--- src/rtl/ofd_pkg.sv ---
package ofd_pkg;

  localparam int unsigned FrameBytes = 14;
  localparam int unsigned PosWidth   = $clog2(FrameBytes + 1);
  localparam int unsigned DivWidth   = 30;
  localparam int unsigned CntWidth   = $clog2(DivWidth);

  localparam logic [7:0]  HdrByte   = 8'hFE;
  localparam logic [7:0]  LenByte   = 8'h0A;
  localparam logic [7:0]  TailByte  = 8'h55;
  localparam logic [15:0] FlowScale = 16'd25600;

  typedef enum logic {
    OpByte = 1'b0,
    OpIdle = 1'b1
  } op_e;

  typedef enum logic [3:0] {
    StIdle = 4'b0001,
    StDivX = 4'b0010,
    StDivY = 4'b0100,
    StDone = 4'b1000
  } state_e;

  typedef struct packed {
    logic                start;
    logic                neg;
    logic [DivWidth-1:0] dividend;
    logic [15:0]         divisor;
  } div_req_t;

  typedef struct packed {
    logic        done;
    logic [31:0] quotient;
  } div_rsp_t;

endpackage

--- src/rtl/ofd_div.sv ---
module ofd_div (
  input  logic             clk_i,
  input  logic             rst_ni,
  input  ofd_pkg::div_req_t req_i,
  output ofd_pkg::div_rsp_t rsp_o
);
  import ofd_pkg::*;

  logic                busy_q, busy_d;
  logic                done_q, done_d;
  logic                neg_q, neg_d;
  logic [CntWidth-1:0] cnt_q, cnt_d;
  logic [15:0]         rem_q, rem_d;
  logic [DivWidth-1:0] quo_q, quo_d;
  logic [15:0]         dvs_q, dvs_d;
  logic [16:0]         shifted;
  logic [16:0]         diff;
  logic                fits;
  logic [31:0]         quo_ext;

  // one quotient bit per cycle, restoring
  assign shifted = {rem_q, quo_q[DivWidth-1]};
  assign diff    = shifted - {1'b0, dvs_q};
  assign fits    = shifted >= {1'b0, dvs_q};

  always_comb begin
    busy_d = busy_q;
    done_d = 1'b0;
    neg_d  = neg_q;
    cnt_d  = cnt_q;
    rem_d  = rem_q;
    quo_d  = quo_q;
    dvs_d  = dvs_q;
    if (busy_q) begin
      rem_d = fits ? diff[15:0] : shifted[15:0];
      quo_d = {quo_q[DivWidth-2:0], fits};
      cnt_d = cnt_q + 1'b1;
      if (cnt_q == CntWidth'(DivWidth - 1)) begin
        busy_d = 1'b0;
        done_d = 1'b1;
      end
    end else if (req_i.start) begin
      busy_d = 1'b1;
      neg_d  = req_i.neg;
      cnt_d  = '0;
      rem_d  = '0;
      quo_d  = req_i.dividend;
      dvs_d  = req_i.divisor;
    end
  end

  always_ff @(posedge clk_i or negedge rst_ni) begin
    if (!rst_ni) begin
      busy_q <= 1'b0;
      done_q <= 1'b0;
    end else begin
      busy_q <= busy_d;
      done_q <= done_d;
    end
  end

  always_ff @(posedge clk_i) begin
    neg_q <= neg_d;
    cnt_q <= cnt_d;
    rem_q <= rem_d;
    quo_q <= quo_d;
    dvs_q <= dvs_d;
  end

  assign quo_ext        = {{(32 - DivWidth){1'b0}}, quo_q};
  assign rsp_o.done     = done_q;
  assign rsp_o.quotient = neg_q ? (32'd0 - quo_ext) : quo_ext;

endmodule

--- src/rtl/optical_flow_frame_decoder_top.sv ---
// optical flow frame decoder
// input channel: in_valid_i/in_ready_o, op_i selects a received uart byte (0)
// or a line-idle event (1) that closes the burst. bytes fill a 14-byte frame,
// extra bytes are dropped. byte transfers give no result.
// an idle transfer checks header, length, tail and byte count and gives one
// result on out_valid_o/out_ready_i: flow = integral*25600/time per axis.
// an idle event with a good frame and nonzero time runs through the shared
// radix-2 divider (30 steps per axis, x then y) before the result is moved
// into the output register; a bad frame or zero time goes straight to the
// done state.
// in_ready_o is low while a frame is decoded, so a good idle event holds the
// input until its decode is done. byte transfers are taken while a result
// waits; a finished decode holds until the output register is free, so a
// stalled receiver stalls the input only once the next decode is finished.
// reset clears the byte count, the held outputs and the output valid.
module optical_flow_frame_decoder_top (
  input  logic        clk_i,
  input  logic        rst_ni,
  input  logic        in_valid_i,
  output logic        in_ready_o,
  input  logic        op_i,
  input  logic [7:0]  rx_byte_i,
  output logic        out_valid_o,
  input  logic        out_ready_i,
  output logic        frame_ok_o,
  output logic        divide_fault_o,
  output logic signed [31:0] flow_x_o,
  output logic signed [31:0] flow_y_o,
  output logic [15:0] ground_dist_o,
  output logic [7:0]  sensor_valid_o,
  output logic [7:0]  confidence_o
);
  import ofd_pkg::*;

  state_e              state_q, state_d;
  logic [7:0]          store_q [FrameBytes];
  logic [PosWidth-1:0] pos_q;
  logic                ok_q, fault_q;
  logic [31:0]         qx_q, qy_q;
  logic                out_valid_q, out_ok_q, out_fault_q;
  logic [31:0]         held_x_q, held_y_q;
  logic [15:0]         held_dist_q;
  logic [7:0]          held_valid_q, held_conf_q;

  logic        in_fire, idle_fire, byte_fire, out_free;
  logic [15:0] int_x, int_y, int_t, opnd;
  logic        frame_good, time_zero;
  logic signed [32:0] prod;
  logic [32:0] prod_mag;
  div_req_t    div_req;
  div_rsp_t    div_rsp;

  assign in_ready_o = (state_q == StIdle);
  assign in_fire    = in_valid_i & in_ready_o;
  assign idle_fire  = in_fire & (op_e'(op_i) == OpIdle);
  assign byte_fire  = in_fire & (op_e'(op_i) == OpByte);
  assign out_free   = ~out_valid_q | out_ready_i;

  assign int_x = {store_q[3], store_q[2]};
  assign int_y = {store_q[5], store_q[4]};
  assign int_t = {store_q[7], store_q[6]};

  assign frame_good = (pos_q == PosWidth'(FrameBytes)) && (store_q[0] == HdrByte)
                   && (store_q[1] == LenByte) && (store_q[13] == TailByte);
  assign time_zero  = (int_t == 16'd0);

  // shared scale multiplier feeding the divider
  assign opnd     = (state_q == StDivX) ? int_y : int_x;
  assign prod     = $signed(opnd) * $signed({1'b0, FlowScale});
  assign prod_mag = prod[32] ? (33'd0 - prod) : prod;

  assign div_req.start    = (idle_fire & frame_good & ~time_zero)
                          | ((state_q == StDivX) & div_rsp.done);
  assign div_req.neg      = prod[32];
  assign div_req.dividend = prod_mag[DivWidth-1:0];
  assign div_req.divisor  = int_t;

  ofd_div u_div (
    .clk_i  (clk_i),
    .rst_ni (rst_ni),
    .req_i  (div_req),
    .rsp_o  (div_rsp)
  );

  always_comb begin
    state_d = state_q;
    case (state_q)
      StIdle: begin
        if (idle_fire) begin
          state_d = (frame_good & ~time_zero) ? StDivX : StDone;
        end
      end
      StDivX: begin
        if (div_rsp.done) begin
          state_d = StDivY;
        end
      end
      StDivY: begin
        if (div_rsp.done) begin
          state_d = StDone;
        end
      end
      StDone: begin
        if (out_free) begin
          state_d = StIdle;
        end
      end
      default: state_d = StIdle;
    endcase
  end

  always_ff @(posedge clk_i or negedge rst_ni) begin
    if (!rst_ni) begin
      state_q      <= StIdle;
      pos_q        <= '0;
      out_valid_q  <= 1'b0;
      held_x_q     <= '0;
      held_y_q     <= '0;
      held_dist_q  <= '0;
      held_valid_q <= '0;
      held_conf_q  <= '0;
    end else begin
      state_q <= state_d;
      if (idle_fire) begin
        pos_q <= '0;
      end else if (byte_fire && (pos_q < PosWidth'(FrameBytes))) begin
        pos_q <= pos_q + 1'b1;
      end
      if ((state_q == StDone) && out_free) begin
        out_valid_q <= 1'b1;
        if (ok_q) begin
          held_x_q     <= fault_q ? 32'd0 : qx_q;
          held_y_q     <= fault_q ? 32'd0 : qy_q;
          held_dist_q  <= {store_q[9], store_q[8]};
          held_valid_q <= store_q[10];
          held_conf_q  <= store_q[11];
        end
      end else if (out_ready_i) begin
        out_valid_q <= 1'b0;
      end
    end
  end

  always_ff @(posedge clk_i) begin
    if (byte_fire && (pos_q < PosWidth'(FrameBytes))) begin
      store_q[pos_q[PosWidth-1:0]] <= rx_byte_i;
    end
    if (idle_fire) begin
      ok_q    <= frame_good;
      fault_q <= frame_good & time_zero;
    end
    if ((state_q == StDivX) && div_rsp.done) begin
      qx_q <= div_rsp.quotient;
    end
    if ((state_q == StDivY) && div_rsp.done) begin
      qy_q <= div_rsp.quotient;
    end
    if ((state_q == StDone) && out_free) begin
      out_ok_q    <= ok_q;
      out_fault_q <= fault_q;
    end
  end

  assign out_valid_o    = out_valid_q;
  assign frame_ok_o     = out_ok_q;
  assign divide_fault_o = out_fault_q;
  assign flow_x_o       = held_x_q;
  assign flow_y_o       = held_y_q;
  assign ground_dist_o  = held_dist_q;
  assign sensor_valid_o = held_valid_q;
  assign confidence_o   = held_conf_q;

endmodule

--- config.mk ---
export PLATFORM = sky130hd
export DESIGN_NAME = optical_flow_frame_decoder_top
export DESIGN_NICKNAME = d
export VERILOG_FILES = /design/src/rtl/ofd_pkg.sv /design/src/rtl/ofd_div.sv /design/src/rtl/optical_flow_frame_decoder_top.sv
export SDC_FILE = /design/constraint.sdc
export NUM_CORES = 1
export LEC_CHECK = 0
export BUFFER_PORTS_ARGS = -buffer_cell sky130_fd_sc_hd__clkbuf_2
export CORE_ASPECT_RATIO = 1.75
export CORE_MARGIN = 3
export CORE_UTILIZATION = 53
export CTS_CLUSTER_DIAMETER = 60
export DETAILED_ROUTE_END_ITERATION = 10
export PLACE_DENSITY = 0.69
export SLEW_MARGIN = 30
export SYNTH_ARGS = -nofsm -noshare
export SYNTH_HDL_FRONTEND = slang
export SYNTH_SLANG_ARGS = --single-unit
--- constraint.sdc ---
create_clock -name clk_i -period 19.6 [get_ports clk_i]
set_clock_uncertainty 0.1 [all_clocks]
set_input_delay 0.98 -clock clk_i [delete_from_list [all_inputs] [get_ports clk_i]]
set_output_delay 0.98 -clock clk_i [all_outputs]
set_load 0.01 [all_outputs]
**After elaboration in Yosys (flattened, before gate mapping)**

Memory sizes are Yosys's and may differ from the RTL's. A register that Yosys moved wholly into a read port is not among the register bits.
Cells that the tools add are included.

- Output and inout port bits: 100
- Flip-flop bits (word level): 211
- Memories kept: 1
- Input bits: 13
- RAM bits: 112

- Order comparisons: 2
- Reductions and logical operators: 18
- Add/subtract/negate cells: 5
- $mul: 1
- Mux-type cells: 29
- Equality and inequality tests: 13
- Bitwise operators: 14

Memory list:

| name | depth | width | rd ports | clocked after memory_dff | wr ports | RTL line | source |
|---|---|---|---|---|---|---|---|
| store_q | 14 | 8 | 13 | 4 | 1 | optical_flow_frame_decoder_top.sv:36 | `logic [7:0] store_q [FrameBytes];` |

Operators by type and width:

| kind | number |
|---|---|
| $mux W32 | 3 |
| $mux W30 | 3 |
| $mux W16 | 4 |
| $sub A1 B30 Y31 const A | 1 |
| $sub A1 B30 Y30 const A | 1 |
| $mux W4 | 7 |
| $mul A16 B6 Y22 const B | 1 |
| $ge A17 B16 Y1 | 1 |
| $logic_not A16 Y1 | 1 |
| $pmux W4 S4 | 1 |
| $sub A16 B16 Y16 | 1 |
| $mux W5 | 2 |
| $mux W1 | 9 |
| $and A1 B1 Y1 | 8 |
| $eq A4 B4 Y1 const B | 2 |
| $eq A8 B4 Y1 const B | 1 |
| $eq A8 B7 Y1 const B | 1 |
| $eq A8 B8 Y1 const B | 1 |
| $logic_and A1 B1 Y1 | 7 |
| $ne A2 B1 Y1 const B | 3 |
| $reduce_bool A2 Y1 | 3 |
| $add A5 B1 Y5 const B | 1 |
| $eq A5 B5 Y1 const B | 1 |
| $add A4 B1 Y4 const B | 1 |
| other kinds (10) | 18 |

**Depth between registers and ports, before layout**

Gate-level depths: netlist (run 1).
An unclocked memory read counts as a cell.

- Depth after elaboration: 10
- Depth in mapped cells: 21

**Cells and area by module**

From an unflattened synthesis (run 1), not the netlist that was laid out.

- Cells, all modules: 1,305
- Area total of the unflattened synthesis: 16,711.0 um^2

Modules (own cells, without submodules):

| module | times used | area an instance (um^2) | cells an instance |
|---|---|---|---|
| optical_flow_frame_decoder_top | 1 | 12,343.1 | 917 |
| ofd_div | 1 | 4,367.9 | 388 |

**Least setup slack after synthesis (run 1)**

Ideal clock, no wire load.

- Path type: register to register
- From: reg state_q[2]
- To: reg u_div.quo_q[29], data pin
- Setup slack: 13,335 ps
- Cell stages (with the launch flop): 21
- Data required time: 19,240 ps
- Buffers on the path: 3
- Arrival time: 5,905 ps
- Path through: dfrtp_1 nor4b_2 buf_2 buf_1 clkbuf_1 mux2_2 ha_1 ha_1 xor2_1 ha_1 ha_1 fa_1 a21o_1 a21oi_1 mux2_2 o31a_1 a2111oi_0 nand4b_1 o31ai_1 xor2_1 mux2_2

- Longest elaborated chain between the ends: 7

RTL lines:

| element | RTL line | source |
|---|---|---|
| start: declaration | optical_flow_frame_decoder_top.sv:35 | `state_e state_q, state_d;` |
| start signal: assignment | optical_flow_frame_decoder_top.sv:114 | `state_q <= StIdle;` |
| start signal: assignment | optical_flow_frame_decoder_top.sv:123 | `state_q <= state_d;` |
| $eq A4 B2 Y1 (*) | optical_flow_frame_decoder_top.sv:68 | `assign opnd = (state_q == StDivX) ? int_y : int_x;` |
| $mux W16 (*) | optical_flow_frame_decoder_top.sv:68 |  |
| $mul A16 B6 Y22 (*) | optical_flow_frame_decoder_top.sv:69 | `assign prod = $signed(opnd) * $signed({1'b0, FlowScale});` |
| $sub A1 B30 Y30 | optical_flow_frame_decoder_top.sv:70 | `assign prod_mag = prod[32] ? (33'd0 - prod) : prod;` |
| $mux W30 (*) | optical_flow_frame_decoder_top.sv:70 |  |
| $mux W30 (*) | ofd_div.sv:42 | `end else if (req_i.start) begin` |
| $mux W30 (*) | ofd_div.sv:34 | `if (busy_q) begin` |
| net u_div.quo_d[29] | ofd_div.sv:14 | `logic [DivWidth-1:0] quo_q, quo_d;` |
| end signal: assignment | ofd_div.sv:66 | `quo_q <= quo_d;` |
| end: declaration | ofd_div.sv:14 |  |

Mark *: on every way through the listed nets, which the timed path passes. The rest lies on a longest branch. The select of a mux whose other input is x is not followed.
A chain may end at the register's enable or synchronous reset.

**Final worst setup path (run 1)**

Same ends and word-level chain as after synthesis.

==> flow_summary.toml, run 1 <==
[global_routing]
grt_usage_pct = 18.69
grt_pass1_wl_microns = 49110
grt_max_degree = 125
antenna_found_initial = 0
overflow = 0
grt_pass1_vias = 9801

[synth]
synth-seq-cells = 343
yosys_warnings = 0
yosys.area.top_type_share_pct = 44.91
ys_seq_area_share_pct = 61.43
yosys.area.top_type = "edfxtp_1"
netlist_instances = 1229
synth_edf_count = 238
synth_top_cells_by_count = "edfxtp_1 (238), nand2_1 (113), dfrtp_1 (104)"
synth_cell_types = 66
syn_area_sq_um = 15910
yosys-top-cells-area = "edfxtp_1 (45%), dfrtp_1 (16%), ha_1 (6.1%)"
yosysMostFrequentCell = "edfxtp_1"
synthFlopType = "edfxtp_1"
postSynthAreaPerCell_sq_um = 12.95
syn_nets = 1328
synthArstFlopShare_pct = 30.61

[sta]
tightest_slew_ns = 0.7949
max_freq_mhz = 157.8
fin_crit_ns = 6.338
tns_ns = 0
drv_slew = 0
holdWs_ns = 0.2911
fin_ws_ns = 13.26
timing_hold_violations_final = 0
fin_crit_sh_pct = 32.34
rsz0062_at_grt = "no"
setup_viol = 0
relSlewSlack_pct = 46.33

[detailed_routing]
num_vias = 9530
avgViaCountPerCell = 5.449
drc_errors = 0
drtIter0Drc = 382
drt_first_pass_iters = 5
wl_microns = 29590
ant_nets = 0
wl_per_cell_microns = 16.92

[power]
ir_drop_uv = 90.48
switching_share_pct = 23.03
p_leak_nw = 7.158
p_seq_share_pct = 51.7
powerDensity_nw_per_um2 = 89.12
power_switching_mw = 0.3690
p_int_mw = 1.234
finalPower_mw = 1.603
comb_power_share_pct = 9.5
pwr-share-clk_pct = 38.8

[cts]
cts_hold_buf = 0
cts_tree = "done"
cts_buffers = 31
root_buffer = "clkbuf_16"
cts_sinks = 343
clock_latency_ns = 0.58
htreeDepth = 1
clkTransAtPathRegs_ns = 0.06
post_cts_buffers = 0
cts_max_path_buffers = 3
post_cts_resized = 0

[critical_path]
crit_buf_inv = 2
worst_r2r_endpoint = "u_div.quo_q[29]$_DFFE_PP_"
worst-r2r-setup-slack_ns = 13.26
path_cells = "nor4b_4, buf_4, mux2i_1, inv_1, ha_1, ha_1, xor2_1, ha_1, ha_1, fa_1, a21o_1, a21oi_1, mux2_2, o31a_1, a2111oi_0, nand4b_1, o31ai_1, xor2_1, mux2_2"
path_common_cell = "ha_1"
slowest_delay_ns = 0.64
required_ns = 19.82
rr_worst_depth = 19
cp_slowest_cell = "a2111oi_0"
r2r_start = "state_q[2]$_DFFE_PN0P_"
end_kind = "flop"
cp.arrival_ns = 6.56
cp_top_family = "compound AO/OA/AOI/OAI gates"
cp_max_fo = 29
start_kind = "flop"
path_class = "flop to flop"

[die]
start_util_pct = 53.96
ios = 113
die_area_sq_um = 32220
die_w_microns = 137.0
die_h_microns = 235.2
std_cell_rows = 83
core_sq_um = 29490

[placement]
port_buffers = 112
dp.cells = 1690
place_ws_ns = 13.37
hpwl_microns = 21260
gp_congestion = 0.8590
placed_cell_area_sq_um = 16890

[cells_and_area]
final_cells = 1749
finalInstanceArea_sq_um = 17980
drive_gt1_share_pct = 19.17
areaGrowthSynthToFinish_pct = 13.00
finish.utilization_pct = 60.97
antenna_cells = 0
final_nets = 1441

[hold_path]
hold_class = "input pin to asynchronous set/reset pin"

[outcome]
outcome = "complete, no violations"

[job]
cap_violations = 0
kinds of logic (layout without fill, tap and decap cells):
| kind of cell | count (synthesis) | in the layout | synth area share [%] |
|---|---|---|---|
| xor gates and xnor gates | 80 | 80 | 4.403 |
| muxes | 81 | 81 | 5.621 |
| AOI/OAI and AO/OA | 207 | 207 | 8.012 |
| DFF | 343 | 343 | 61.43 |
| and+or+nand+nor | 343 | 343 | 11.18 |
| adders and majority gates | 86 | 86 | 7.186 |
| buffers and inverters | 89 | 227 | 2.170 |
worst max path at each step:
| stage | cells past startpoint | startpoint | slack (ns) | to |
|---|---|---|---|---|
| 5_1_grt | 19 | state_q[1]$_DFFE_PN0P_ | 12.79 | u_div.quo_q[29]$_DFFE_PP_ |
| 6_report | 19 | state_q[2]$_DFFE_PN0P_ | 13.26 | u_div.quo_q[29]$_DFFE_PP_ |
| 2_1_floorplan | 20 | state_q[2]$_DFFE_PN0P_ | 13.34 | u_div.quo_q[29]$_DFFE_PP_ |
| 3_5_place_dp | 19 | state_q[2]$_DFFE_PN0P_ | 13.37 | u_div.quo_q[29]$_DFFE_PP_ |
| 4_1_cts | 19 | state_q[2]$_DFFE_PN0P_ | 13.26 | u_div.quo_q[29]$_DFFE_PP_ |
| 3_3_place_gp | 19 | state_q[2]$_DFFE_PN0P_ | 13.56 | u_div.quo_q[29]$_DFFE_PP_ |
metal layers:
metal | vias up | routed length [microns] | global-route usage (%)
li1 | 4668 | - | -
met1 | 4587 | 11540 | 21.73
met2 | 213 | 15960 | 34.83
met3 | 62 | 1221 | 2.566
met4 | 0 | 867 | 5.902
met5 | - | 0 | 0
cell usage in the layout, fill, tap and decap left out, drive strengths merged, types with 9 or more instances in the layout:
cell type and count:
o31ai 14, nor2 54, ha 77, nand2b 68, fa 9, mux2i 14
buf 13, a21oi 27, clkinv 12, or3 9, inv 47, clkbuf 145
nor2b 10, edfxtp 238, nand3 9, nor4 11, dfrtp 104, mux2 67
o21ai 102, xnor2 59, nand2 113, a21o 15, xor2 21, and2 18
nor3 13
worst register-to-register path: stages (launching register included):
cell and delay, ns:
dfrtp_1 0.46, nor4b_4 0.27, buf_4 0.36, mux2i_1 0.53, inv_1 0.10, ha_1 0.20, ha_1 0.32, xor2_1 0.18
ha_1 0.29, ha_1 0.22, fa_1 0.43, a21o_1 0.20, a21oi_1 0.36, mux2_2 0.41, o31a_1 0.11, a2111oi_0 0.64
nand4b_1 0.25, o31ai_1 0.29, xor2_1 0.10, mux2_2 0.27
final cells by class:
type                       instances  area, sq um
fill                            2350        11510
sequential                       343         9776
clock inverter                    24        279.0
tap                              382        478.0
multi-input combinational        797         5829
inverter                          45        168.9
clock buffer                      34        787.0
timing repair buffer             124        664.4
power by group through the flow:
| stage | clock [mW] | sequential, mW | combinational (mW) |
|---|---|---|---|
| 2_1_floorplan | 0 | 0.853 | 0.0821 |
| 3_3_place_gp | 0 | 0.841 | 0.151 |
| 3_5_place_dp | 0 | 0.843 | 0.154 |
| 4_1_cts | 0.637 | 0.828 | 0.155 |
| 5_1_grt | 0.667 | 0.832 | 0.172 |
| 6_report | 0.621 | 0.828 | 0.153 |
flip-flops by register name, summed over array words and instances (netlist names), 4 cells and up:
name and flops:
store_q 104, flow_x_o 31, flow_y_o 31, qx_q 31
qy_q 31, u_div.quo_q 30, ground_dist_o 16, u_div.dvs_q 16
u_div.rem_q 16, confidence_o 8, sensor_valid_o 8, u_div.cnt_q 5
pos_q 4, state_q 4
No activity file was read; power rests on OpenSTA's default activity.
==> run 2: changes to the inputs <==
- ABC_AREA: not set -> 1
- clock period: 19.6 -> 6 ns (I/O delays scaled with it)
==> run 2 against run 1 <==
Effect of this change: via count grew 15%; largest cell class unchanged; final area grew 1.5%; global-route usage grew 0.13 points; wire length grew 6.3%.
==> flow_summary.toml, run 2 <==
[hold_path]
hold_class = "input pin to flop"
min_from = "op_i"
whs_path_depth = 4
hold_end = "pos_q[3]$_DFFE_PN0P_"

[cts]
cts_sinks = 343
cts_tree = "done"
clkTransAtPathRegs_ns = 0.07
cts_max_path_buffers = 3
root_buffer = "clkbuf_16"
clock_latency_ns = 0.57
htreeDepth = 1
cts_buffers = 30
post_cts_resized = 0

[die]
die_w_microns = 138.6
die_area_sq_um = 33010
start_util_pct = 54.10
std_cell_rows = 84
ios = 113
die_h_microns = 238.1
core_sq_um = 30160

[synth]
synth_top_cells_by_count = "nand2_1 (509), edfxtp_1 (238), inv_1 (140)"
netlist_instances = 1622
syn_nets = 1721
synth-seq-cells = 343
postSynthAreaPerCell_sq_um = 10.06
synthFlopType = "edfxtp_1"
ys_seq_area_share_pct = 59.91
synth_cell_types = 50
syn_area_sq_um = 16320
yosys-top-cells-area = "edfxtp_1 (44%), dfrtp_1 (16%), nand2_1 (12%)"
yosys.area.top_type_share_pct = 43.80
yosysMostFrequentCell = "nand2_1"
yosys_warnings = 0
synthArstFlopShare_pct = 30.61
yosys.area.top_type = "edfxtp_1"
synth_edf_count = 238

[critical_path]
start_kind = "flop"
end_kind = "flop"
cp.arrival_ns = 5.46
cp_max_fo = 21
path_class = "flop to flop"
cp_slowest_cell = "nand2_1"
worst_r2r_endpoint = "u_div.quo_q[26]$_DFFE_PP_"
cp_top_family = "simple AND/OR/NAND/NOR gates"
r2r_start = "state_q[1]$_DFFE_PN0P_"
rr_worst_depth = 24
crit_buf_inv = 2
worst-r2r-setup-slack_ns = 0.75
required_ns = 6.21
slowest_delay_ns = 0.53
path_cells = "inv_2, nor2_4, nand2_2, inv_1, nand2_1, nand2_4, ha_1, ha_1, xor2_1, ha_1, ha_1, fa_1, nand3_1, nand3_1, nand3_1, nand3_1, nand2_1, nand3_1, nand2_1, o21ai_0, nand2_1, nand2_1, nand3_1, nand2_1"
crit_cells = 24

[cells_and_area]
antenna_cells = 0
final_nets = 1828
largest_register_ffs = 104
mostFrequentLayoutCells = "nand2_1 (507), edfxtp_1 (238), inv_1 (139), nor2_1 (126), clkbuf_2 (111)"
areaGrowthSynthToFinish_pct = 11.86
regArea_sq_um = 9776
nFillCells = 2499
multi_input_area_sq_um = 5814
drive_gt1_share_pct = 11.92
final_common_cell = "nand2_1"

[global_routing]
grt_pass1_wl_microns = 51870
grt_pass1_vias = 10836
grt_usage_pct = 18.82
grt_max_degree = 125
overflow = 0
antenna_found_initial = 0

[sta]
fin_crit_sh_pct = 87.45
holdWs_ns = 0.04854
tns_ns = 0
timing_hold_violations_final = 0
drv_slew = 0
max_freq_mhz = 190.6
setup_viol = 0
relSlewSlack_pct = 38.44
fin_crit_ns = 5.247
tightest_slew_ns = 0.9224
rsz0062_at_grt = "no"

[detailed_routing]
top_layer_used = "met4"
num_vias = 10932
drtIter0Drc = 445
wl_met2_microns = 17270
drc_errors = 0
m1WireLength_microns = 12050
ant_nets = 0
wl_microns = 31440
drt_first_pass_iters = 5
wl_per_cell_microns = 14.69
met3_length_microns = 1201
avgViaCountPerCell = 5.108

[outcome]
outcome = "complete, no violations"

[power]
p_leak_nw = 8.122
ir_drop_uv = 387.8
powerDensity_nw_per_um2 = 328.0

[placement]
hpwl_microns = 23090
gp_congestion = 0.8859
port_buffers = 112

[job]
cap_violations = 0
[run 2: cell count changes after synthesis, sizes merged, moves of 17 or more]
cell | previous run | this run
inv | 45 | 145
xnor2 | 59 | 15
and2 | 18 | 1
nand2 | 113 | 518
nand2b | 68 | 0
xor2 | 21 | 38
nor2 | 54 | 137
mux2 | 67 | 0
nand3 | 9 | 69
[run 2: per-layer routing]
| metal | vias to the layer above | global-route usage [%] |
|---|---|---|
| met3 | 64 | 2.627 |
| li1 | 5583 | - |
| met4 | 0 | 6.231 |
| met1 | 5091 | 20.26 |
| met2 | 194 | 37.39 |
| met5 | - | 0 |
[run 2: kinds of logic after synthesis]
kind of cell	synth area share, %
compound gates	5.774
xor+xnor	2.845
fa+ha+maj	7.008
buf+inv	4.647
flops	59.91
simple gates	19.82
[run 2: what timing repair did]
item                      in CTS  in global routing
setup buffers                  0                  0
hold endpoints to repair      44                  0
hold buffers                   2                  0
[run 2: stage by stage]
stage / total power, mW / area (sq um) / util (%) / setup slack, ns / instances
2_1_floorplan: 3.705 / 16320 / - / 1.724 / 1622
3_3_place_gp: 4.124 / 17230 / 57.13 / 0.9098 / 2082
3_5_place_dp: 4.160 / 17240 / 57.17 / 0.7960 / 2082
4_1_cts: 6.058 / 18240 / 60.48 / 0.7682 / 2140
6_report: 5.988 / 18250 / 60.52 / 0.7530 / 2140
5_1_grt: 6.317 / 18250 / 60.52 / 0.3551 / 2140
[run 2: report_power, final]
group	total [mW]	switching, mW	internal [mW]
sequential	2.99	0.167	2.83
combinational	1.11	0.700	0.411
clock	1.88	0.818	1.07
[run 2: how the worst max path moves through the flow]
stage	endpoint	slack, ns	start
2_1_floorplan	u_div.cnt_q[0]$_SDFFCE_PN0P_	1.72	state_q[2]$_DFFE_PN0P_
3_3_place_gp	u_div.quo_q[26]$_DFFE_PP_	0.91	state_q[2]$_DFFE_PN0P_
3_5_place_dp	u_div.quo_q[16]$_DFFE_PP_	0.80	state_q[2]$_DFFE_PN0P_
4_1_cts	u_div.quo_q[16]$_DFFE_PP_	0.77	state_q[2]$_DFFE_PN0P_
5_1_grt	u_div.quo_q[16]$_DFFE_PP_	0.36	state_q[2]$_DFFE_PN0P_
6_report	u_div.quo_q[26]$_DFFE_PP_	0.75	state_q[1]$_DFFE_PN0P_
[run 2: worst reg2reg max path: cells and delay by family, from the launching register on]
kind | cells | cell delay (ns)
and+or+nand+nor | 15 | 2.12
adders and majority gates | 5 | 1.56
DFF | 1 | 0.43
buffers and inverters | 2 | 0.35
AOI/OAI and AO/OA | 1 | 0.27
xor gates and xnor gates | 1 | 0.17
[run 2: cell type report]
| type | count | area share (%) |
|---|---|---|
| flip-flops and latches | 343 | 53.55 |
| multi-input cells | 1086 | 31.85 |
| clock buffers | 40 | 4.592 |
| repair buffers | 123 | 3.585 |
| inverters | 145 | 2.989 |
| well taps | 387 | 2.653 |
| clock inverters | 16 | 0.7746 |
==> run 3: changes to the inputs <==
- BUFFER_PORTS_ARGS: -buffer_cell sky130_fd_sc_hd__clkbuf_2 -> not set
- DONT_BUFFER_PORTS: not set -> 1
- clock period: 6 -> 4.8 ns (I/O delays scaled with it)
==> run 3 against run 2 <==
Effect of this change: fmax up 16%; critical path depth unchanged; sequential power up 33%; via count down 1.5%; total power up 21%; die area unchanged; clock-buffer cell count up 14.
==> flow_summary.toml, run 3 (same netlist as run 2, synthesis figures left out) <==
[outcome]
outcome = "complete, no violations"

[placement]
port_buffers = 0
hpwl_microns = 23380
gp_congestion = 0.9083
place_ws_ns = 0.05033
placed_cell_area_sq_um = 16770

[cts]
cts_buffers = 30
cts_max_path_buffers = 3
cts_sinks = 343
cts_tree = "done"
htreeDepth = 1
root_buffer = "clkbuf_16"
clock_latency_ns = 0.58
clkTransAtPathRegs_ns = 0.07

[critical_path]
path_class = "flop to flop"
end_kind = "flop"
cp.arrival_ns = 4.75
required_ns = 5.03
start_kind = "flop"
cp_max_fo = 15

[cells_and_area]
finalInstanceArea_sq_um = 17950
mostFrequentLayoutCells = "nand2_1 (505), edfxtp_1 (238), inv_1 (139), nor2_1 (124)"
multi_input_area_sq_um = 5838
finish.utilization_pct = 59.52
final_nets = 1740
antenna_cells = 0
final_common_cell = "nand2_1"
areaGrowthSynthToFinish_pct = 10.01
drive_gt1_share_pct = 6.847
nFillCells = 2477
largest_register_ffs = 104
regArea_sq_um = 9776

[global_routing]
grt_usage_pct = 19.67
overflow = 0
grt_pass1_vias = 10976
grt_pass1_wl_microns = 53540
grt_max_degree = 124
antenna_found_initial = 1

[power]
p_leak_nw = 7.759
powerDensity_nw_per_um2 = 403.8
finalPower_mw = 7.250
ir_drop_uv = 428.7

[job]
cap_violations = 0

[detailed_routing]
drt_first_pass_iters = 5
ant_nets = 0
drtIter0Drc = 554
num_vias = 10765
avgViaCountPerCell = 5.246
wl_per_cell_microns = 15.94
drc_errors = 0
wl_microns = 32710

[sta]
drv_slew = 0
tightest_slew_ns = 0.9189
setup_viol = 0
fin_crit_ns = 4.526
fin_crit_sh_pct = 94.30
fin_ws_ns = 0.2738
timing_hold_violations_final = 0
relSlewSlack_pct = 38.51
max_freq_mhz = 220.9
holdWs_ns = 0.04018
rsz0062_at_grt = "yes"

[hold_path]
hold_class = "input pin to flop"

[die]
core_sq_um = 30160
die_h_microns = 238.1
start_util_pct = 54.10
die_area_sq_um = 33010
std_cell_rows = 84
ios = 113
die_w_microns = 138.6
[run 3: cell types whose count changed in the layout (fill, tap and decap cells not counted), sizes merged, moves of 2 or more]
cell         delta
clkbuf         -97
buf            +13
clkinv         -12
dlygate4sd3    +10
bufinv          -2
[run 3: per-layer routing]
layer / vias to the layer above / wire length (microns) / share of wire [%] / track usage [%]
met1: 5039 / 12020 / 37 / 20.69
met2: 242 / 17840 / 55 / 38.62
met3: 78 / 1580 / 4.8 / 3.309
met5: - / 0 / 0 / 0
met4: 0 / 1273 / 3.9 / 7.685
li1: 5406 / - / - / -
[run 3: area by class of cell]
type,count,share of cell area (%)
Clock buffer,54,5.311
Clock inverter,2,0.2161
Inverter,145,3.039
Multi-Input combinational cell,1086,32.52
Sequential cell,343,54.45
Tap cell,387,2.697
Timing Repair Buffer,35,1.763
[run 3: final timing paths]
path                                            endpoint  slack [ns]                    start  depth (start not counted)
min in group asynchronous        flow_x_o[3]$_DFFE_PN0P_        0.16                   rst_ni                          2
setup / recovery               u_div.quo_q[28]$_DFFE_PP_        0.27   state_q[0]$_DFFE_PN1P_                         24
hold / removal                      pos_q[0]$_DFFE_PN0P_        0.04               in_valid_i                          5
setup reg to reg               u_div.quo_q[28]$_DFFE_PP_        0.27   state_q[0]$_DFFE_PN1P_                         24
hold reg to reg            ground_dist_o[13]$_DFFE_PN0P_        0.34  store_q[9][5]$_DFFE_PP_                          2
max in group asynchronous           pos_q[2]$_DFFE_PN0P_        4.03                   rst_ni                          2
[run 3: metrics by stage]
stage / instances / TNS (ns)
floorplan: 1622 / 0
global placement: 1982 / 0
detailed placement: 1982 / 0
CTS: 2051 / 0
global route: 2052 / -0.05622
finish: 2052 / 0
[run 3: critical path, cell delays in order (launching register included)]
cell and delay, ns:
dfstp_2 0.57, nor2_4 0.06, nand2_2 0.08, buf_4 0.22, nand2_4 0.07, nand2_4 0.10
ha_1 0.24, ha_1 0.33, xor2_1 0.17, ha_1 0.30, ha_1 0.22, fa_1 0.38
nand3_1 0.09, nand3_1 0.15, nand3_1 0.13, nand3_1 0.11, nand2_1 0.12, nand2_1 0.07
nand2_1 0.10, nand2_4 0.12, buf_4 0.20, nand2_2 0.11, nand3b_1 0.08, nand3_1 0.08
nand2_1 0.05
[run 3: repair_timing]
item / CTS / global route
resized for setup: 1 / 8
pin swaps: 0 / 1
cloned: 0 / 0
endpoints found under the setup margin: 4 / 13
setup buffers: 0 / 1
hold endpoints to repair: 216 / 0
hold buffers: 13 / 0
[run 3: where the power goes]
group | switching [mW] | internal, mW
sequential | 0.438 | 3.53
clock | 1.02 | 1.34
combinational | 0.593 | 0.320
